[src/hw/rtl/kmsm_pkg.sv]
package kmsm_pkg;

    // geometry of the scan matrix
    localparam int NUM_LINES  = 8;
    localparam int NUM_KEYS   = 4;
    localparam int LINE_IDX_W = $clog2(NUM_LINES);
    localparam int MAP_W      = 32;
    localparam int BTN_W      = 12;

    // host button bits
    localparam int BTN_A_BIT          = 4;
    localparam int BTN_SOFT_TIME_BIT  = 10;
    localparam int BTN_SOFT_ALARM_BIT = 11;

    // d-pad direction codes
    localparam logic [3:0] DIR_LEFT  = 4'h1;
    localparam logic [3:0] DIR_UP    = 4'h2;
    localparam logic [3:0] DIR_RIGHT = 4'h4;
    localparam logic [3:0] DIR_DOWN  = 4'h8;
    localparam logic [3:0] DIR_VERT  = DIR_UP | DIR_DOWN;
    localparam logic [3:0] DIR_HORIZ = DIR_LEFT | DIR_RIGHT;

    // diagonal codes that mark a d-pad line
    localparam logic [7:0] DIAG_UL = 8'h03;
    localparam logic [7:0] DIAG_DL = 8'h09;
    localparam logic [7:0] DIAG_UR = 8'h06;
    localparam logic [7:0] DIAG_DR = 8'h0C;

    // soft key codes
    localparam logic [7:0] SOFT_NONE  = 8'h00;
    localparam logic [7:0] SOFT_TIME  = 8'h60;
    localparam logic [7:0] SOFT_ALARM = 8'hA0;

    // an idle strobe scans line 1
    localparam logic [NUM_LINES-1:0] STROBE_DEFAULT = 8'h02;

    // working value handed from one scan line to the next
    typedef struct packed {
        logic [7:0] keys;
        logic [3:0] last_dpad;
        logic       held;
    } kmsm_chain_t;

endpackage

[src/hw/rtl/kmsm_line.sv]
module kmsm_line
    import kmsm_pkg::*;
(
    input  logic [MAP_W-1:0]    map_word,
    input  logic                sel,
    input  logic [7:0]          soft_code,
    input  logic                pressed,
    input  kmsm_chain_t         chain_in,
    output kmsm_chain_t         chain_out,
    output logic [NUM_KEYS-1:0] k_bits
);

    logic [7:0]          code [NUM_KEYS];
    logic                is_dpad;
    logic [3:0]          dkeys;
    logic                dheld;
    logic [NUM_KEYS-1:0] dmatch;

    // split the map word into its button-code bytes
    always_comb
    begin
        for (int k = 0; k < NUM_KEYS; k++)
        begin
            code[k] = map_word[8*k +: 8];
        end
    end

    // a d-pad line holds all four diagonals somewhere in its bytes
    always_comb
    begin
        logic f_ul, f_dl, f_ur, f_dr;
        f_ul = 1'b0;
        f_dl = 1'b0;
        f_ur = 1'b0;
        f_dr = 1'b0;
        for (int k = 0; k < NUM_KEYS; k++)
        begin
            f_ul = f_ul | (code[k] == DIAG_UL);
            f_dl = f_dl | (code[k] == DIAG_DL);
            f_ur = f_ur | (code[k] == DIAG_UR);
            f_dr = f_dr | (code[k] == DIAG_DR);
        end
        is_dpad = f_ul & f_dl & f_ur & f_dr;
    end

    // d-pad rewrite: shortcut diagonal, then perpendicular axis fill-in
    always_comb
    begin
        logic [3:0] v;
        v     = chain_in.keys[3:0];
        dheld = chain_in.held;
        if (pressed && !chain_in.held)
        begin
            dheld = 1'b1;
            v     = ~chain_in.last_dpad;
        end
        unique case (v)
            DIR_LEFT:  dkeys = (chain_in.last_dpad & DIR_VERT) | DIR_LEFT;
            DIR_RIGHT: dkeys = (chain_in.last_dpad & DIR_VERT) | DIR_RIGHT;
            DIR_DOWN:  dkeys = (chain_in.last_dpad & DIR_HORIZ) | DIR_DOWN;
            DIR_UP:    dkeys = (chain_in.last_dpad & DIR_HORIZ) | DIR_UP;
            default:   dkeys = v;
        endcase
        for (int k = 0; k < NUM_KEYS; k++)
        begin
            dmatch[k] = (code[k] == {4'h0, dkeys});
        end
    end

    // per-line match and chain update
    always_comb
    begin
        chain_out = chain_in;
        k_bits    = '0;
        if (sel)
        begin
            if (is_dpad)
            begin
                k_bits         = dmatch;
                chain_out.keys = {4'h0, dkeys};
                chain_out.held = dheld;
                if (|dmatch)
                begin
                    chain_out.last_dpad = dkeys;
                end
            end
            else if (soft_code != SOFT_NONE)
            begin
                for (int k = 0; k < NUM_KEYS; k++)
                begin
                    k_bits[k] = (code[k] == soft_code);
                end
            end
            else
            begin
                for (int k = 0; k < NUM_KEYS; k++)
                begin
                    k_bits[k] = (|(code[k] & chain_in.keys))
                              && (code[k] != SOFT_ALARM) && (code[k] != SOFT_TIME);
                end
            end
        end
    end

endmodule

[src/hw/rtl/key_matrix_scan_mapper_core.sv]
// channel | signals                          | beat
// --------+----------------------------------+------------------------------
// in      | in_valid, in_stall               | strobe_req, buttons
// out     | out_valid, out_stall             | k_lines
// cfg     | cfg_write_en, cfg_index          | cfg_data (map word of a line)
//
// one beat per cycle while out_stall is low; an accepted input beat passes
// through the input register, then the eight-line match chain into the
// result register, which also updates the d-pad and shortcut state.
// rst_n is asynchronous, active low; it clears map words, state and valids.
// a stalled result holds in the output register while one more input beat
// is taken into the input register; further beats stall until it drains.
module key_matrix_scan_mapper_core
    import kmsm_pkg::*;
(
    input  logic                  clk,
    input  logic                  rst_n,
    input  logic                  in_valid,
    output logic                  in_stall,
    input  logic [NUM_LINES-1:0]  strobe_req,
    input  logic [BTN_W-1:0]      buttons,
    output logic                  out_valid,
    input  logic                  out_stall,
    output logic [NUM_KEYS-1:0]   k_lines,
    input  logic                  cfg_write_en,
    input  logic [LINE_IDX_W-1:0] cfg_index,
    input  logic [MAP_W-1:0]      cfg_data
);

    logic [MAP_W-1:0]     map_reg [NUM_LINES];
    logic                 in_valid_reg, in_valid_next;
    logic [NUM_LINES-1:0] strobe_reg;
    logic [BTN_W-1:0]     buttons_reg;
    logic                 out_valid_reg, out_valid_next;
    logic [NUM_KEYS-1:0]  k_lines_reg, k_lines_next;
    logic [3:0]           last_dpad_reg, last_dpad_next;
    logic                 pressed_reg, pressed_next;
    logic                 held_reg, held_next;

    logic                 accept;
    logic                 advance;
    logic [7:0]           keys;
    logic [7:0]           soft_code;
    logic                 held_pre;
    logic                 active;
    logic [NUM_LINES-1:0] strobe_eff;
    kmsm_chain_t          chain [NUM_LINES+1];
    logic [NUM_KEYS-1:0]  k_part [NUM_LINES];

    // handshake
    assign advance  = in_valid_reg && (!out_valid_reg || !out_stall);
    assign in_stall = in_valid_reg && !advance;
    assign accept   = in_valid && !in_stall;

    assign in_valid_next  = accept ? 1'b1 : (advance ? 1'b0 : in_valid_reg);
    assign out_valid_next = advance ? 1'b1 : (out_stall ? out_valid_reg : 1'b0);

    // map words
    always_ff @(posedge clk or negedge rst_n)
    begin
        if (!rst_n)
        begin
            for (int i = 0; i < NUM_LINES; i++)
            begin
                map_reg[i] <= '0;
            end
        end
        else if (cfg_write_en)
        begin
            map_reg[cfg_index] <= cfg_data;
        end
    end

    // soft key decode
    always_comb
    begin
        keys      = buttons_reg[7:0];
        soft_code = SOFT_NONE;
        if (buttons_reg[BTN_SOFT_TIME_BIT])
        begin
            keys      = 8'h00;
            soft_code = SOFT_TIME;
        end
        if (buttons_reg[BTN_SOFT_ALARM_BIT])
        begin
            keys      = 8'h00;
            soft_code = SOFT_ALARM;
        end
        if (keys == SOFT_ALARM)
        begin
            soft_code = SOFT_ALARM;
            keys      = 8'h00;
        end
        if (keys == SOFT_TIME)
        begin
            soft_code = SOFT_TIME;
            keys      = 8'h00;
        end
    end

    // shortcut tracking, then the idle check
    assign pressed_next = keys[BTN_A_BIT];
    assign held_pre     = keys[BTN_A_BIT] ? held_reg : 1'b0;
    assign active       = (keys != 8'h00) || (soft_code != SOFT_NONE);
    assign strobe_eff   = (strobe_reg == '0) ? STROBE_DEFAULT : strobe_reg;

    assign chain[0] = '{keys: keys, last_dpad: last_dpad_reg, held: held_pre};

    // scan lines in ascending order
    for (genvar g = 0; g < NUM_LINES; g++)
    begin : g_line
        kmsm_line u_line (
            .map_word  (map_reg[g]),
            .sel       (strobe_eff[g] & active),
            .soft_code (soft_code),
            .pressed   (pressed_next),
            .chain_in  (chain[g]),
            .chain_out (chain[g+1]),
            .k_bits    (k_part[g])
        );
    end

    // merge line results
    always_comb
    begin
        k_lines_next = '0;
        for (int i = 0; i < NUM_LINES; i++)
        begin
            k_lines_next = k_lines_next | k_part[i];
        end
    end

    assign last_dpad_next = chain[NUM_LINES].last_dpad;
    assign held_next      = chain[NUM_LINES].held;

    // control and state registers
    always_ff @(posedge clk or negedge rst_n)
    begin
        if (!rst_n)
        begin
            in_valid_reg  <= 1'b0;
            out_valid_reg <= 1'b0;
            last_dpad_reg <= '0;
            pressed_reg   <= 1'b0;
            held_reg      <= 1'b0;
        end
        else
        begin
            in_valid_reg  <= in_valid_next;
            out_valid_reg <= out_valid_next;
            if (advance)
            begin
                last_dpad_reg <= last_dpad_next;
                pressed_reg   <= pressed_next;
                held_reg      <= held_next;
            end
        end
    end

    // payload registers
    always_ff @(posedge clk)
    begin
        if (accept)
        begin
            strobe_reg  <= strobe_req;
            buttons_reg <= buttons;
        end
        if (advance)
        begin
            k_lines_reg <= k_lines_next;
        end
    end

    assign out_valid = out_valid_reg;
    assign k_lines   = k_lines_reg;

`ifndef SYNTHESIS
    // a held shortcut always belongs to a pressed A
    a_held_needs_pressed: assert property (@(posedge clk) disable iff (!rst_n)
        held_reg |-> pressed_reg)
        else $error("shortcut held without A pressed");

    // input side only waits on a blocked output register
    a_stall_cause: assert property (@(posedge clk) disable iff (!rst_n)
        in_stall |-> (out_valid_reg && out_stall))
        else $error("input stalled without output backpressure");

    // idle buttons give an all-low result
    a_idle_zero: assert property (@(posedge clk) disable iff (!rst_n)
        (advance && !active) |=> (k_lines == '0))
        else $error("idle beat produced active k lines");

    // state moves only with a completed beat
    a_state_hold: assert property (@(posedge clk) disable iff (!rst_n)
        !advance |=> ($stable(last_dpad_reg) && $stable(held_reg)))
        else $error("d-pad state changed without a beat");
`endif

endmodule
[config.mk]
export PLATFORM = sky130hd
export DESIGN_NAME = key_matrix_scan_mapper_core
export DESIGN_NICKNAME = d
export VERILOG_FILES = /design/src/hw/rtl/kmsm_pkg.sv /design/src/hw/rtl/kmsm_line.sv /design/src/hw/rtl/key_matrix_scan_mapper_core.sv
export SDC_FILE = /design/constraint.sdc
export NUM_CORES = 1
export LEC_CHECK = 0
export BUFFER_PORTS_ARGS = -buffer_cell sky130_fd_sc_hd__buf_2
export CAP_MARGIN = 20
export CELL_PAD_IN_SITES_DETAIL_PLACEMENT = 0
export CELL_PAD_IN_SITES_GLOBAL_PLACEMENT = 2
export CORE_MARGIN = 5
export CORE_UTILIZATION = 37
export DETAILED_ROUTE_END_ITERATION = 8
export PLACE_DENSITY = 0.79
export SYNTH_ARGS = -nofsm -noshare
export SYNTH_HDL_FRONTEND = slang
export SYNTH_SLANG_ARGS = --single-unit
export TNS_END_PERCENT = 10
[constraint.sdc]
create_clock -name clk -period 4.2 [get_ports clk]
set_input_delay 0.63 -clock clk [delete_from_list [all_inputs] [get_ports clk]]
set_output_delay 0.63 -clock clk [all_outputs]
set_load 0.01 [all_outputs]
==> flow_summary.toml, run 1 <==
[finish]
drive_gt1_share_pct = 36.8
nets = 2795
largest_register_ffs = 256
syn2layout_area_growth_pct = 31.7

[pwr]
combPwrFrac_pct = 32.9
p_int_mw = 7.31
seq_power_share_pct = 36.2
power_leakage_nw = 11.1
power_mw = 11.4
p_sw_mw = 4.13
p_per_area_mw_per_mm2 = 413
swShare_pct = 36.1
p_clk_share_pct = 30.9
ir_drop_v = 0.000338

[routing]
vias = 22972
vias_per_cell = 6.51
drc_errors = 0
ant_nets = 0
firstDrtPassIters = 6
wl_per_cell_um = 33.0
drt_iter0_markers = 2578
drt-total-wl_um = 117000

[critical_path]
path_cells = "or4_4 -> or4_4 -> and4_1 -> or4_4 -> o32ai_4 -> buf_6 -> a2111oi_4 -> buf_4 -> buf_4 -> nand3_2 -> nand4_1 -> o31a_1 -> a21o_1 -> or4_1"
critPathBufInv = 3
path_max_fanout = 5
cpMaxStageDelayCell = "or4_4"
cp.depth = 14
rr_worst_depth = 14
cpMostUsedCell = "or4_4"
cp-end-kind = "register"
worstSetupPathType = "register to register"
worstSetupStartpointType = "register"
arrival_ns = 4.54
path_delay_family = "simple AND/OR/NAND/NOR gates"
slowest_delay_ns = 0.56
worstPathRequired_ns = 4.51

[global_routing]
grt_pass1_vias = 22212
antenna_found_initial = 12
grt_first_pass_wirelength_um = 163000
overflow = 0
grt_usage_pct = 35.9
grt_max_degree = 90

[sta]
final-hold-violation-count = 0
worst_pin_slew_ns = 1.06
fin_crit_ns = 4.23
rsz0062_at_grt = "true"
fin_skew_ns = 0.0235
fin_crit_sh_pct = 101
setup_slack_ns = -0.0305
fmax_mhz = 236
slew_violations = 0
fin_hold_ws_ns = 0.0353
slew_headroom_pct = 29.2
finalSetupViolCount = 1

[cts]
cts_tree = "yes"
clockBufferDepth = 3
cts_num_sinks = 285
cts_root_buf = "clkbuf_16"
htree_num_levels = 2
clkTransAtPathRegs_ns = 0.06
cts.hold.buffers_added = 0
clock_latency_ns = 0.58
cts_buffers = 37

[synthesis]
synth_fp_nets = 2356
syn_area_per_cell_um2 = 9.16
synth.yosys.seq_area_share_pct = 34.4
synth_ff_type = "dfrtp_1"
yosysWarnings = 0
ys_seq_elements = 285
synthesis.area_mm2 = 0.0210
synthArstFlopShare_pct = 92.3
synth-edff-count = 22
postSynthCellCount = 2296
synth_cell_type_count = 77

[placement]
port_buffers = 63
dp_hpwl_um = 88900
dp_slack_ns = -0.378
place_congestion = 1.07

[floorplan]
core_area_mm2 = 0.0564
die_w_um = 248
dieArea_mm2 = 0.0617
fp-row-count = 87
initial_core_util_pct = 37.3
die_h_um = 248
io-pin-count = 66

[flow_run]
max-cap-violations = 0

[status]
violations = "setup timing"
outcome = "finished, violations left"

[hold_path]
hold_path_class = "input pin to async pin"
==> power groups by stage <==
| stage | Clock [mW] | Sequential [mW] | Combinational, mW |
|---|---|---|---|
| finish | 3.53 | 4.14 | 3.76 |
| global route | 3.67 | 4.22 | 3.97 |
| CTS | 3.57 | 4.11 | 3.65 |
| detailed placement | 0 | 4.15 | 3.60 |
| global placement | 0 | 4.12 | 3.53 |
| floorplan | 0 | 3.90 | 2.05 |
==> cells by family (layout without fill, tap and decap cells) <==
group / after synthesis / in the layout / share of synthesized area [%]
compound gates: 529 / 529 / 18.0
mux: 275 / 275 / 14.6
xor+xnor: 164 / 164 / 6.83
simple gates: 830 / 830 / 22.3
buf+inv: 213 / 681 / 3.86
other cells: 0 / 8 / 0
flops: 285 / 285 / 34.4
==> final timing paths <==
| check | start | end | slack, ns |
|---|---|---|---|
| max | map_reg[180]$_DFFE_PN0P_ | k_lines[2]$_DFFE_PP_ | -0.03 |
| min | rst_n | map_reg[238]$_DFFE_PN0P_ | 0.04 |
| max reg2reg | map_reg[180]$_DFFE_PN0P_ | k_lines[2]$_DFFE_PP_ | -0.03 |
| min reg2reg | in_valid_reg$_DFFE_PN0P_ | out_valid$_DFFE_PN0P_ | 0.50 |
| max in group asynchronous | rst_n | map_reg[255]$_DFFE_PN0P_ | 3.00 |
| min in group clk | strobe_req[1] | strobe_reg[1]$_DFFE_PP_ | 0.24 |
==> Yosys cell counts, drive strengths merged, types with 31 or more instances <==
cell	instances	area, µm²
mux2	258	2910
nand2	171	642
nand4	45	282
nor2b	47	294
inv	37	139
nand2b	33	206
nand4b	37	324
nor4	83	519
clkbuf	149	559
nand3	73	365
a22oi	38	285
a21oi	97	489
nor2	96	360
dfrtp	263	6580
o21ai	96	480
nand3b	31	233
xnor2	143	1250
nor3	65	325
a222oi	34	340
==> through the flow <==
| step | cell area [µm²] | instances | TNS, ns | util [%] |
|---|---|---|---|---|
| 2_1_floorplan | 21100 | 2296 | -0.00124 | - |
| 3_3_place_gp | 25700 | 3438 | -1.77 | 45.6 |
| 3_5_place_dp | 25700 | 3438 | -1.77 | 45.6 |
| 4_1_cts | 27300 | 3512 | -0.280 | 48.5 |
| 5_1_grt | 27700 | 3520 | -0.253 | 49.1 |
| 6_report | 27700 | 3528 | -0.0305 | 49.1 |
==> cell type report <==
class | instances | area (µm²)
Fill cell | 5478 | 28700
Multi-Input combinational cell | 1798 | 13600
Sequential cell | 285 | 7240
Timing Repair Buffer | 576 | 4440
Clock buffer | 53 | 1110
Tap cell | 756 | 946
Clock inverter | 15 | 221
Inverter | 37 | 139
Antenna cell | 8 | 20.0
==> cells in the final DEF, fill, tap and decap left out, drive strengths merged, types with 27 or more instances in the layout <==
cell	instances
buf	576
dfrtp	263
mux2	258
nand2	171
xnor2	143
a21oi	97
o21ai	96
nor2	96
nor4	83
nand3	73
nor3	65
clkbuf	53
nor2b	47
nand4	45
a22oi	38
inv	38
nand4b	37
a222oi	34
nand2b	33
nand3b	31
a211oi	27
or4	27
==> metal layers <==
| layer | GRT usage [%] | routed length (µm) |
|---|---|---|
| met1 | 46.0 | 45800 |
| met2 | 55.7 | 51400 |
| met3 | 7.00 | 10300 |
| met4 | 23.2 | 9180 |
| met5 | 0 | 19 |
==> what timing repair did <==
item	4_1_cts	5_1_grt
setup buffers	6	9
gates resized for setup	44	61
pin swaps	9	26
setup endpoints to repair	8	8
(Power assumes the default switching activity.)
==> run 2, diff against run 1 <==
--- a/config.mk
+++ b/config.mk
@@ -5,14 +5,15 @@
 export SDC_FILE = /design/constraint.sdc
 export NUM_CORES = 1
 export LEC_CHECK = 0
+export ABC_AREA = 1
 export BUFFER_PORTS_ARGS = -buffer_cell sky130_fd_sc_hd__buf_2
 export CAP_MARGIN = 20
 export CELL_PAD_IN_SITES_DETAIL_PLACEMENT = 0
 export CELL_PAD_IN_SITES_GLOBAL_PLACEMENT = 2
 export CORE_MARGIN = 5
-export CORE_UTILIZATION = 37
+export CORE_UTILIZATION = 32
 export DETAILED_ROUTE_END_ITERATION = 8
-export PLACE_DENSITY = 0.79
+export PLACE_DENSITY = 0.77
 export SYNTH_ARGS = -nofsm -noshare
 export SYNTH_HDL_FRONTEND = slang
 export SYNTH_SLANG_ARGS = --single-unit
==> run 2 against run 1 <==
  * The run now ends clean
  * Sequential share of layout area rose by 4.3 points
  * Cell count rose by 15%
  * Combinational power fell by 19%
  * Final area fell by 14%
  * Worst hold slack got worse by 0.0031 ns
  * Count of clock-buffer cells in the layout rose by 4
  * Power fell by 8.9%
  * First-iteration DRC count fell by 11%
  * Core utilization fell by 11 points
  * Routed wire length fell by 17%
  * Largest cell class unchanged
  * Largest power group unchanged
==> flow_summary.toml, run 2 <==
[status]
outcome = "finished clean"

[synthesis]
synth_top_area_cell = "dfrtp_1"
synthTopCellsByCount = "828 x nand2_1, 353 x inv_1, 323 x o21ai_0, 263 x dfrtp_1, 256 x nor2_1"
synth.yosys.seq_area_share_pct = 35.5
ys_seq_elements = 285
synth_fp_nets = 3112
synth-edff-count = 22
synthTopCellsByArea = "dfrtp_1 32%, nand2_1 15%, o21ai_0 7.9%"
synthArstFlopShare_pct = 92.3
synth_cell_type_count = 61
synthesis.area_mm2 = 0.0204
yosysTopAreaCellShare_pct = 32.3
synth.most_common_cell = "nand2_1"
synth_ff_type = "dfrtp_1"
syn_area_per_cell_um2 = 6.68
yosysWarnings = 0
postSynthCellCount = 3052

[cts]
htree_num_levels = 2
cts.hold.buffers_added = 0
clkTransAtPathRegs_ns = 0.07
cts_buffers = 38
cts_root_buf = "clkbuf_16"
clock_latency_ns = 0.57
clockBufferDepth = 3
cts_num_sinks = 285
cts_tree = "yes"

[finish]
nets = 3245
drive_gt1_share_pct = 12.1
final_common_cell = "nand2_1"
largest_register_ffs = 256
final_cell_mix = "822 x nand2_1, 352 x inv_1, 321 x o21ai_0"
syn2layout_area_growth_pct = 16.9

[sta]
slew_headroom_pct = 22.7
fmax_mhz = 250
fin_crit_ns = 3.99
final-hold-violation-count = 0
fin_crit_sh_pct = 95.1
slew_violations = 0
rsz0062_at_grt = "true"
fin_hold_ws_ns = 0.0323
setup_slack_ns = 0.208
worst_pin_slew_ns = 1.16
finalSetupViolCount = 0
fin_skew_ns = 0.0288

[floorplan]
die_w_um = 262
fp-row-count = 92
initial_core_util_pct = 32.3
core_area_mm2 = 0.0631
dieArea_mm2 = 0.0688
io-pin-count = 66
die_h_um = 262

[critical_path]
cp-end-kind = "register"
arrival_ns = 4.32
worstSetupPathType = "register to register"
path_max_fanout = 4
worstSetupStartpointType = "register"
cpMostUsedCell = "nand2_1"
worstPathRequired_ns = 4.53
slowest_delay_ns = 0.46
cpMaxStageDelayCell = "edfxtp_1"

[global_routing]
grt_usage_pct = 27.0
overflow = 0
grt_pass1_vias = 21024
antenna_found_initial = 19
grt_max_degree = 87
grt_first_pass_wirelength_um = 141000

[placement]
port_buffers = 63
dp_slack_ns = 0.110
place_congestion = 0.954
dp_hpwl_um = 69700

[pwr]
p_per_area_mw_per_mm2 = 438
ir_drop_v = 0.000304
power_leakage_nw = 11.2

[routing]
firstDrtPassIters = 6
drc_errors = 0
wl_per_cell_um = 23.8
drt-total-wl_um = 96800
ant_nets = 0
drt_iter0_markers = 2305
vias = 22289
vias_per_cell = 5.48

[flow_run]
max-cap-violations = 0

[hold_path]
hold_path_class = "input pin to async pin"
## run 2: cell types whose count changed after synthesis, moves of 73 or more
cell / delta
nand2_1: +657
inv_1: +316
mux2_2: -257
o21ai_0: +227
nand3_1: +166
nor2_1: +160
xnor2_1: -142
nand4_1: +73
## run 2: critical path: cells and delay by family, from the launching register on
family                 cells  cell delay, ns
and+or+nand+nor           23            2.43
buffers and inverters      7            0.71
DFF                        1            0.46
AOI/OAI and AO/OA          1            0.16
## run 2: cells by family (layout without fill, tap and decap cells)
| kind of cell | count (synthesis) | after routing | share of synthesized area (%) |
|---|---|---|---|
| XOR/XNOR | 51 | 51 | 2.19 |
| other | 0 | 11 | 0 |
| buffers and inverters | 497 | 655 | 9.86 |
| AND/OR/NAND/NOR | 1639 | 1641 | 36.0 |
| AO/OA/AOI/OAI | 580 | 580 | 16.4 |
| flip-flops | 285 | 285 | 35.5 |
## run 2: worst paths after layout
kind                            slack, ns                 startpoint  depth (start not counted)                         to
worst max-delay path                 0.21  buttons_reg[10]$_DFFE_PP_                         31       k_lines[0]$_DFFE_PP_
worst min-delay path                 0.03                      rst_n                          1   map_reg[209]$_DFFE_PN0P_
worst max register to register       0.21  buttons_reg[10]$_DFFE_PP_                         31       k_lines[0]$_DFFE_PP_
worst min register to register       0.48   map_reg[221]$_DFFE_PN0P_                          2   map_reg[221]$_DFFE_PN0P_
max in group asynchronous            3.14                      rst_n                          2     map_reg[9]$_DFFE_PN0P_
min in group clk                     0.24                buttons[10]                          1  buttons_reg[10]$_DFFE_PP_
## run 2: routing by layer
metal  GRT usage, %  vias up  share of wire (%)
li1               -    10540                  -
met4           9.55        2                3.9
met1           37.3    10598                 44
met3           3.57      210                6.8
met5              0        -              0.013
met2           43.6      939                 45
## run 2: where the power goes
group	switching, mW	internal (mW)
combinational	2.06	0.997
clock	1.30	2.06
sequential	0.724	3.28
total	4.09	6.34
## run 2: repair_timing
item                                    in CTS  in global routing
setup buffers                                0                  3
resized for setup                            0                 16
endpoints found under the setup margin       0                  8
## run 2: stage by stage
| step | power (mW) | area (µm²) | util (%) | setup TNS, ns | std cells |
|---|---|---|---|---|---|
| global route | 11.0 | 23800 | 37.7 | -0.0697 | 4058 |
| detailed placement | 7.02 | 22400 | 35.5 | 0 | 3984 |
| global placement | 6.97 | 22400 | 35.5 | 0 | 3984 |
| CTS | 10.4 | 23700 | 37.5 | 0 | 4051 |
| finish | 10.4 | 23800 | 37.8 | 0 | 4069 |
| floorplan | 5.79 | 20400 | - | 0 | 3052 |
## run 2: cell type report
class	count	area [µm²]
Sequential cell	285	7240
Inverter	375	1410
Clock inverter	10	136
Clock buffer	57	1140
Fill cell	6839	39300
Tap cell	846	1060
Timing Repair Buffer	213	1580
Antenna cell	11	27.5
Multi-Input combinational cell	2272	11200
